==> src/sv/tpfc_pkg.sv <==
// tpfc_pkg: shared widths, field positions, register codes and reset values
// for the touch point filter and calibration core. No dependencies.
package tpfc_pkg;

  localparam int NUM_SAMPLES     = 5;
  localparam int SAMPLE_W        = 12;
  localparam int COORD_W         = 16;
  localparam int SCALE_W         = 24;
  localparam int OFFSET_W        = 16;
  localparam int SCALE_FRAC_BITS = 16;

  // trimmed mean: sum of five, minus min and max, divided by three
  localparam int SUM_W       = SAMPLE_W + 3;
  localparam int TRIM_W      = SAMPLE_W + 2;
  localparam int AVG_W       = SAMPLE_W;
  localparam int RECIP_SHIFT = 16;
  // ceil(2^16 / 3), exact floor for values below 2^15
  localparam int RECIP3      = 21846;
  localparam int RECIP_W     = 15;
  localparam int DIV_PROD_W  = TRIM_W + RECIP_W;

  // calibration sum width
  localparam int PROD_W  = AVG_W + 1 + SCALE_W;
  localparam int SHOFF_W = OFFSET_W + SCALE_FRAC_BITS;
  localparam int T_W     = ((PROD_W > SHOFF_W) ? PROD_W : SHOFF_W) + 1;

  localparam logic [COORD_W-1:0] PEN_UP_COORD = '1;

  // input word layout
  localparam int IN_PEN_BIT    = 0;
  localparam int IN_REARM_BIT  = 1;
  localparam int IN_X_LSB      = 2;
  localparam int IN_Y_LSB      = IN_X_LSB + NUM_SAMPLES * SAMPLE_W;
  localparam int IN_FIELDS_W   = IN_Y_LSB + NUM_SAMPLES * SAMPLE_W;
  localparam int IN_DATA_W     = ((IN_FIELDS_W + 7) / 8) * 8;

  // output word layout
  localparam int OUT_PRESS_BIT = 0;
  localparam int OUT_X_LSB     = 1;
  localparam int OUT_Y_LSB     = OUT_X_LSB + COORD_W;
  localparam int OUT_FIELDS_W  = OUT_Y_LSB + COORD_W;
  localparam int OUT_DATA_W    = ((OUT_FIELDS_W + 7) / 8) * 8;
  localparam int OUT_PAD_W     = OUT_DATA_W - OUT_FIELDS_W;

  // configuration port
  localparam int CFG_ADDR_W = 2;
  localparam int CFG_DATA_W = SCALE_W;

  typedef enum logic [CFG_ADDR_W-1:0] {
    CfgScaleX  = 2'd0,
    CfgOffsetX = 2'd1,
    CfgScaleY  = 2'd2,
    CfgOffsetY = 2'd3
  } cfg_reg_e;

  localparam logic signed [SCALE_W-1:0]  SCALE_RESET  = 24'sd65536;
  localparam logic signed [OFFSET_W-1:0] OFFSET_RESET = '0;

  typedef logic [NUM_SAMPLES-1:0][SAMPLE_W-1:0] sample_vec_t;

endpackage

==> src/sv/tpfc_trim.sv <==
// tpfc_trim: trimmed mean of five converter samples, min and max dropped,
// middle three averaged with truncation. Uses tpfc_pkg.
module tpfc_trim (
  input  tpfc_pkg::sample_vec_t         samples_i,
  output logic [tpfc_pkg::AVG_W-1:0]    avg_o
);
  import tpfc_pkg::*;

  logic [SUM_W-1:0]      sum;
  logic [SAMPLE_W-1:0]   lo;
  logic [SAMPLE_W-1:0]   hi;
  logic [TRIM_W-1:0]     trim;
  logic [DIV_PROD_W-1:0] div_prod;

  always_comb begin
    sum = '0;
    lo  = '1;
    hi  = '0;
    for (int i = 0; i < NUM_SAMPLES; i++) begin
      sum = sum + SUM_W'(samples_i[i]);
      if (samples_i[i] < lo) lo = samples_i[i];
      if (samples_i[i] > hi) hi = samples_i[i];
    end
    trim = TRIM_W'(sum - SUM_W'(lo) - SUM_W'(hi));
  end

  // divide by three through the reciprocal
  assign div_prod = DIV_PROD_W'(trim) * DIV_PROD_W'(RECIP3);
  assign avg_o    = div_prod[RECIP_SHIFT +: AVG_W];

endmodule

==> src/sv/tpfc_map.sv <==
// tpfc_map: linear calibration of one axis, avg * scale / 2^frac + offset,
// clamped to the coordinate range. Uses tpfc_pkg.
module tpfc_map (
  input  logic [tpfc_pkg::AVG_W-1:0]           avg_i,
  input  logic signed [tpfc_pkg::SCALE_W-1:0]  scale_i,
  input  logic signed [tpfc_pkg::OFFSET_W-1:0] offset_i,
  output logic [tpfc_pkg::COORD_W-1:0]         coord_o
);
  import tpfc_pkg::*;

  logic signed [PROD_W-1:0] prod;
  logic signed [T_W-1:0]    prod_ext;
  logic signed [T_W-1:0]    off_ext;
  logic signed [T_W-1:0]    total;
  logic signed [T_W-1:0]    quot;

  assign prod     = $signed({1'b0, avg_i}) * scale_i;
  assign prod_ext = T_W'(prod);
  assign off_ext  = T_W'(offset_i);
  assign total    = prod_ext + (off_ext <<< SCALE_FRAC_BITS);
  assign quot     = total >>> SCALE_FRAC_BITS;

  always_comb begin
    priority if (total[T_W-1]) begin
      coord_o = '0;
    end else if (|quot[T_W-1:COORD_W]) begin
      coord_o = '1;
    end else begin
      coord_o = quot[COORD_W-1:0];
    end
  end

endmodule

==> src/sv/touch_point_filter_calibrate_core.sv <==
// Touch scan filter and calibration core. Takes one scan word per clock with
// no bubbles unless the result port stalls; each accepted scan word passes
// through three register stages (input word, trimmed means, calibrated
// result). Per axis the smallest and largest of five samples are dropped, the
// middle three averaged, then mapped with a signed Q8.16 scale and pixel
// offset and clamped to 0..65535. One press is reported per pen-down
// (re-armed by pen up or the rearm bit); pen up reports 0xffff coordinates.
// Configuration writes take effect at once and belong to idle periods.
// Depends on tpfc_pkg, tpfc_trim and tpfc_map.
module touch_point_filter_calibrate_core (
  input  logic                              clk_i,
  input  logic                              rst_ni,
  input  logic                              cfg_we_i,
  input  logic [tpfc_pkg::CFG_ADDR_W-1:0]   cfg_addr_i,
  input  logic [tpfc_pkg::CFG_DATA_W-1:0]   cfg_wdata_i,
  input  logic                              s_axis_tvalid_i,
  output logic                              s_axis_tready_o,
  // pen_down, rearm, x_sample_0..4, y_sample_0..4, zero pad
  input  logic [tpfc_pkg::IN_DATA_W-1:0]    s_axis_tdata_i,
  output logic                              m_axis_tvalid_o,
  input  logic                              m_axis_tready_i,
  // press_reported, x_pos, y_pos, zero pad
  output logic [tpfc_pkg::OUT_DATA_W-1:0]   m_axis_tdata_o
);
  import tpfc_pkg::*;

  // configuration registers
  logic signed [SCALE_W-1:0]  scale_x_q, scale_y_q;
  logic signed [OFFSET_W-1:0] offset_x_q, offset_y_q;

  always_ff @(posedge clk_i or negedge rst_ni) begin
    if (!rst_ni) begin
      scale_x_q  <= SCALE_RESET;
      scale_y_q  <= SCALE_RESET;
      offset_x_q <= OFFSET_RESET;
      offset_y_q <= OFFSET_RESET;
    end else if (cfg_we_i) begin
      unique case (cfg_reg_e'(cfg_addr_i))
        CfgScaleX:  scale_x_q  <= cfg_wdata_i;
        CfgOffsetX: offset_x_q <= cfg_wdata_i[OFFSET_W-1:0];
        CfgScaleY:  scale_y_q  <= cfg_wdata_i;
        CfgOffsetY: offset_y_q <= cfg_wdata_i[OFFSET_W-1:0];
        default: ;
      endcase
    end
  end

  // stage enables: a stage moves when the next one is empty or moving
  logic en_in, en_mid, en_out;
  logic in_vld_q, mid_vld_q, out_vld_q;

  assign en_out = !out_vld_q || m_axis_tready_i;
  assign en_mid = !mid_vld_q || en_out;
  assign en_in  = !in_vld_q || en_mid;

  assign s_axis_tready_o = en_in;
  assign m_axis_tvalid_o = out_vld_q;

  always_ff @(posedge clk_i or negedge rst_ni) begin
    if (!rst_ni) begin
      in_vld_q  <= 1'b0;
      mid_vld_q <= 1'b0;
      out_vld_q <= 1'b0;
    end else begin
      if (en_in)  in_vld_q  <= s_axis_tvalid_i;
      if (en_mid) mid_vld_q <= in_vld_q;
      if (en_out) out_vld_q <= mid_vld_q;
    end
  end

  // input register
  sample_vec_t in_x_s, in_y_s;
  sample_vec_t in_x_q, in_y_q;
  logic        in_pen_q, in_rearm_q;

  always_comb begin
    for (int i = 0; i < NUM_SAMPLES; i++) begin
      in_x_s[i] = s_axis_tdata_i[IN_X_LSB + i*SAMPLE_W +: SAMPLE_W];
      in_y_s[i] = s_axis_tdata_i[IN_Y_LSB + i*SAMPLE_W +: SAMPLE_W];
    end
  end

  always_ff @(posedge clk_i) begin
    if (en_in && s_axis_tvalid_i) begin
      in_pen_q   <= s_axis_tdata_i[IN_PEN_BIT];
      in_rearm_q <= s_axis_tdata_i[IN_REARM_BIT];
      in_x_q     <= in_x_s;
      in_y_q     <= in_y_s;
    end
  end

  // trimmed means
  logic [AVG_W-1:0] avg_x, avg_y;
  logic [AVG_W-1:0] mid_avg_x_q, mid_avg_y_q;
  logic             mid_pen_q, mid_rearm_q;

  tpfc_trim u_trim_x (.samples_i(in_x_q), .avg_o(avg_x));
  tpfc_trim u_trim_y (.samples_i(in_y_q), .avg_o(avg_y));

  always_ff @(posedge clk_i) begin
    if (en_mid && in_vld_q) begin
      mid_pen_q   <= in_pen_q;
      mid_rearm_q <= in_rearm_q;
      mid_avg_x_q <= avg_x;
      mid_avg_y_q <= avg_y;
    end
  end

  // calibration and press tracking
  logic [COORD_W-1:0] map_x, map_y;
  logic               armed_q, armed_d;
  logic [COORD_W-1:0] held_x_q, held_x_d, held_y_q, held_y_d;
  logic               press_d, press_q;
  logic               armed_now;

  tpfc_map u_map_x (
    .avg_i(mid_avg_x_q), .scale_i(scale_x_q), .offset_i(offset_x_q), .coord_o(map_x)
  );
  tpfc_map u_map_y (
    .avg_i(mid_avg_y_q), .scale_i(scale_y_q), .offset_i(offset_y_q), .coord_o(map_y)
  );

  always_comb begin
    armed_now = armed_q || mid_rearm_q;
    // a held pen leaves the detector disarmed, pen up re-arms it
    armed_d   = !mid_pen_q;
    press_d   = mid_pen_q && armed_now;
    held_x_d  = held_x_q;
    held_y_d  = held_y_q;
    if (!mid_pen_q) begin
      held_x_d = PEN_UP_COORD;
      held_y_d = PEN_UP_COORD;
    end else if (armed_now) begin
      held_x_d = map_x;
      held_y_d = map_y;
    end
  end

  always_ff @(posedge clk_i or negedge rst_ni) begin
    if (!rst_ni) begin
      armed_q  <= 1'b1;
      held_x_q <= PEN_UP_COORD;
      held_y_q <= PEN_UP_COORD;
    end else if (en_out && mid_vld_q) begin
      armed_q  <= armed_d;
      held_x_q <= held_x_d;
      held_y_q <= held_y_d;
    end
  end

  always_ff @(posedge clk_i) begin
    if (en_out && mid_vld_q) press_q <= press_d;
  end

  assign m_axis_tdata_o = {{OUT_PAD_W{1'b0}}, held_y_q, held_x_q, press_q};

endmodule

==> config.mk <==
export PLATFORM = sky130hd
export DESIGN_NAME = touch_point_filter_calibrate_core
export DESIGN_NICKNAME = d
export VERILOG_FILES = /design/src/sv/tpfc_pkg.sv /design/src/sv/tpfc_trim.sv /design/src/sv/tpfc_map.sv /design/src/sv/touch_point_filter_calibrate_core.sv
export SDC_FILE = /design/constraint.sdc
export NUM_CORES = 2
export LEC_CHECK = 0
export BUFFER_PORTS_ARGS = -buffer_cell sky130_fd_sc_hd__clkbuf_2
export CAP_MARGIN = 15
export CORE_MARGIN = 3
export CORE_UTILIZATION = 40
export DETAILED_ROUTE_END_ITERATION = 8
export GPL_ROUTABILITY_DRIVEN = 1
export GPL_TIMING_DRIVEN = 0
export PLACE_DENSITY = 0.55
export SLEW_MARGIN = 30
export SYNTH_ARGS = -nofsm -noshare
export SYNTH_HDL_FRONTEND = slang
export SYNTH_SLANG_ARGS = --single-unit
==> constraint.sdc <==
create_clock -name clk_i -period 38.5 [get_ports clk_i]
set_input_delay 7.7 -clock clk_i [delete_from_list [all_inputs] [get_ports clk_i]]
set_output_delay 7.7 -clock clk_i [all_outputs]
set_load 0.01 [all_outputs]
==> results.md <==
* Setup total negative slack at 0 ns
* Detailed Routing Iterations Pass 1 at 5
* Worst Setup Slack, final at 19.21 ns
* Clk Latency, worst-skew pair at 0.57 ns
* Clock-pin slew of the registers on the worst-case setup and hold paths at 0.06 ns
* Flops & latches, synth at 265
* First-pass GRT wire length at 191.2 mm
* Placeable core region at 0.1145 sq mm
* Initial antenna violation count at 6
* Post-CTS setup buffer count at 0
* Filler cell count at 11,230
* Buffers on Ports at 187
* Pin count of the biggest net entering global routing at 61
* End of the worst register-to-register path: mid_avg_y_q[11]
* Outcome: completed
* Iteration-0 DRC count of the detailed router at 1,538
* Clock tree buffer depth at 3
* Final Hold Violating Endpoints at 0
* Gate count of the mapped netlist at 4,613
* Number of synthesized flops with an enable pin at 149
* Period minus WS final at 19.29 ns
* Worst R2R Start: in_y_q[17]
* Portion of the post-synthesis area used by sequential elements at 0.1606
* PostCTS Resize Cnt at 0
* Period Utilization, post-route at 0.5011
* Largest incremental delay on the critical path at 0.70 ns
* Most common flop cell mapped by yosys: edfxtp_1
* Worst min-delay path category: reg2reg
* CP Capture Type: register
* Maximum fanout encountered on the critical timing path at 10
* Critical path data required time at 38.81 ns
* Number of levels the H-tree was split into at 2
* Worst slack at placement at 19.05 ns
* Startpoint kind of the worst setup timing path: register
* Wire length reported by the detailed router at 117.9 mm
* # DRC at 0
* Total number of vias at 31,910
* Fraction of layout instances using a drive strength above 1 at 0.09276
* Unrepaired setup endpoints after global routing: false
* Final Skew at 0.01266 ns
* Width of the chip at 345.9 um
* Vias in the first global route at 34,130
* Area grow syn2layout at 8.826%
* Synth Cell Area at 0.04621 sq mm
* Wire per inst at 18.46 um
* CTS hold repair buffers at 0
* Initial cell density of the core at 0.4036
* Number of buffers created by CTS at 34
* Total number of yosys warnings at 0
* Achievable clock frequency at 51.83 MHz
* Std cell rows at 124
* Pins Over Slew Limit at 0
* Net count, final at 6,363
* Number of cell instances on the worst register-to-register path at 77
* Chip height at 345.9 um
* Cell repeated most along the worst path: a21o_1
* Launching instance or port of the critical path: in_y_q[17]
* Gp weighted congestion at 0.9033
* Slew at the pin closest to its max-slew limit at 0.9058 ns
* Worst path arrival time at 19.61 ns
* Mean post-synth cell area at 10.02 sq um
* Post-DP HPWL at 101.8 mm
* Total of endpoints with negative setup slack in the final report at 0
* Die area at 0.1196 sq mm
* Final std cell area, no fill at 0.05029 sq mm
* Io pins at 201
* Proportion of synthesized flip-flops having asynchronous set or reset at 0.4377
* CP max stage cell: a2111oi_2
* Cell variety after synth at 79
* Placed instance area at 0.04919 sq mm
* Max_slew headroom at 0.3961
* Clock root buffer master: clkbuf_16
* Last element of the critical path: mid_avg_y_q[11]
* Total clock sinks at 265
* Setup slack, reg-to-reg at 19.21 ns
* Overall routing resource usage at 0.2030
* Grt ovf at 0
* Critical setup path kind: reg2reg
* TritonCTS clock tree: yes
* Max-cap violation count at 0
* Via/cell ratio at 4.996
* Post-detailed-route count of antenna-violating nets at 0
[critical path: cells and delay by family (launching register included)]
| family | cells | cell delay (ns) |
|---|---|---|
| adder cells (fa/ha/maj) | 14 | 5.57 |
| AND/OR/NAND/NOR | 8 | 0.76 |
| XOR/XNOR | 2 | 0.34 |
| multiplexers | 2 | 0.67 |
| buffers and inverters | 10 | 2.02 |
| AO/OA/AOI/OAI | 41 | 9.10 |
| flip-flops | 1 | 0.53 |
[metrics by stage]
stage / util / instances / hold slack (ns)
final: 0.4392 / 6387 / 0.4213
after global routing: 0.4392 / 6385 / 0.4386
after CTS: 0.4392 / 6385 / 0.4262
after detailed placement: 0.4296 / 6323 / 0.4129
after global placement: 0.4285 / 6318 / 0.4073
after floorplan: - / 4619 / 0.4003
[kinds of logic after synthesis]
logic type      Yosys count  share of synthesized area
fa+ha+maj              1357                     0.4915
flops                   265                     0.1606
other cells               1                 0.00008115
xor+xnor                126                    0.02388
simple gates           1019                     0.1089
buf+inv                1107                    0.09111
compound gates          566                    0.08407
mux                     172                    0.03985
[state kept, by name, summed over array words and instances (netlist names), 12 cells and up]
name	count
mid_avg_y_q	12
scale_x_q	24
in_y_q	60
offset_x_q	16
held_y_q	16
mid_avg_x_q	12
in_x_q	60
held_x_q	16
scale_y_q	24
offset_y_q	16
[metal layers]
metal / routed length [um] / share of wire / GRT usage / up-vias
met4: 2990 / 0.025 / 0.04879 / 0
li1: - / - / - / 15220
met2: 54160 / 0.46 / 0.3297 / 635
met3: 5319 / 0.045 / 0.02790 / 131
met5: 0 / 0 / 0 / -
met1: 55420 / 0.47 / 0.2875 / 15920
[Yosys cell counts, drive strengths merged (5+ instances only)]
master / instances / share of area
nor2b: 25 / 0.0034
clkbuf: 130 / 0.011
a21o: 86 / 0.014
xnor2: 84 / 0.016
dfstp: 35 / 0.020
ha: 593 / 0.16
dfrtp: 81 / 0.044
o221a: 32 / 0.0078
o211ai: 9 / 0.0015
nand2: 370 / 0.030
nand3: 23 / 0.0025
a2111oi: 12 / 0.0023
a21oi: 198 / 0.022
nor3b: 5 / 0.00081
nor3: 34 / 0.0040
edfxtp: 149 / 0.097
o311ai: 10 / 0.0019
and3: 8 / 0.0011
o21ai: 65 / 0.0072
buf: 22 / 0.0030
fa: 764 / 0.33
a31oi: 8 / 0.0011
o31a: 5 / 0.00095
or3: 8 / 0.0011
xor2: 42 / 0.0080
o31ai: 6 / 0.00097
a31o: 5 / 0.00095
inv: 955 / 0.078
nand4: 35 / 0.0047
a211o: 13 / 0.0025
o21a: 34 / 0.0055
o2111ai: 8 / 0.0017
or2: 8 / 0.0011
nor2: 160 / 0.013
a211oi: 12 / 0.0019
and4: 8 / 0.0015
nand2b: 32 / 0.0043
and2: 294 / 0.040
o21bai: 15 / 0.0024
mux2: 96 / 0.023
mux2i: 76 / 0.016
[worst min path at each step]
stage | startpoint | endpoint | slack (ns) | cells after the start
3_3_place_gp | in_pen_q | mid_pen_q | 0.41 | 0
5_1_grt | in_pen_q | mid_pen_q | 0.44 | 0
6_report | in_rearm_q | mid_rearm_q | 0.42 | 0
4_1_cts | in_pen_q | mid_pen_q | 0.43 | 0
2_1_floorplan | in_pen_q | mid_pen_q | 0.40 | 0
3_5_place_dp | in_pen_q | mid_pen_q | 0.41 | 0
[final cells by class]
class	instances	area (sq um)	area share
multi-input combinational	3247	34620	0.6885
sequential	265	7421	0.1476
inverter	955	3585	0.07128
tap	1512	1892	0.03762
timing repair buffer	192	1042	0.02072
clock buffer	48	987.2	0.01963
buffer	152	625.6	0.01244
clock inverter	14	110.1	0.002189
antenna	2	5.005	0.00009952
[placed cells by master (no fill, tap or decap), types with 34 or more instances in the layout]
cell | netlist | routed
nand4_1 | 35 | 35
xor2_1 | 42 | 42
xnor2_1 | 84 | 84
edfxtp_1 | 149 | 149
clkbuf_1 | 130 | 139
and2_1 | 294 | 292
mux2_2 | 96 | 96
mux2i_1 | 76 | 76
nand2_1 | 370 | 370
a21oi_1 | 196 | 195
nor2_1 | 159 | 159
fa_1 | 764 | 764
a21o_1 | 86 | 86
o21a_1 | 34 | 34
o21ai_0 | 59 | 58
inv_1 | 955 | 955
dfstp_2 | 35 | 35
ha_1 | 593 | 593
clkbuf_2 | 0 | 186
dfrtp_1 | 81 | 81
clkbuf_16 | 0 | 37
Power is not shown: default switching activity piles up to over one toggle a cycle in this logic, so the estimate is an artifact.
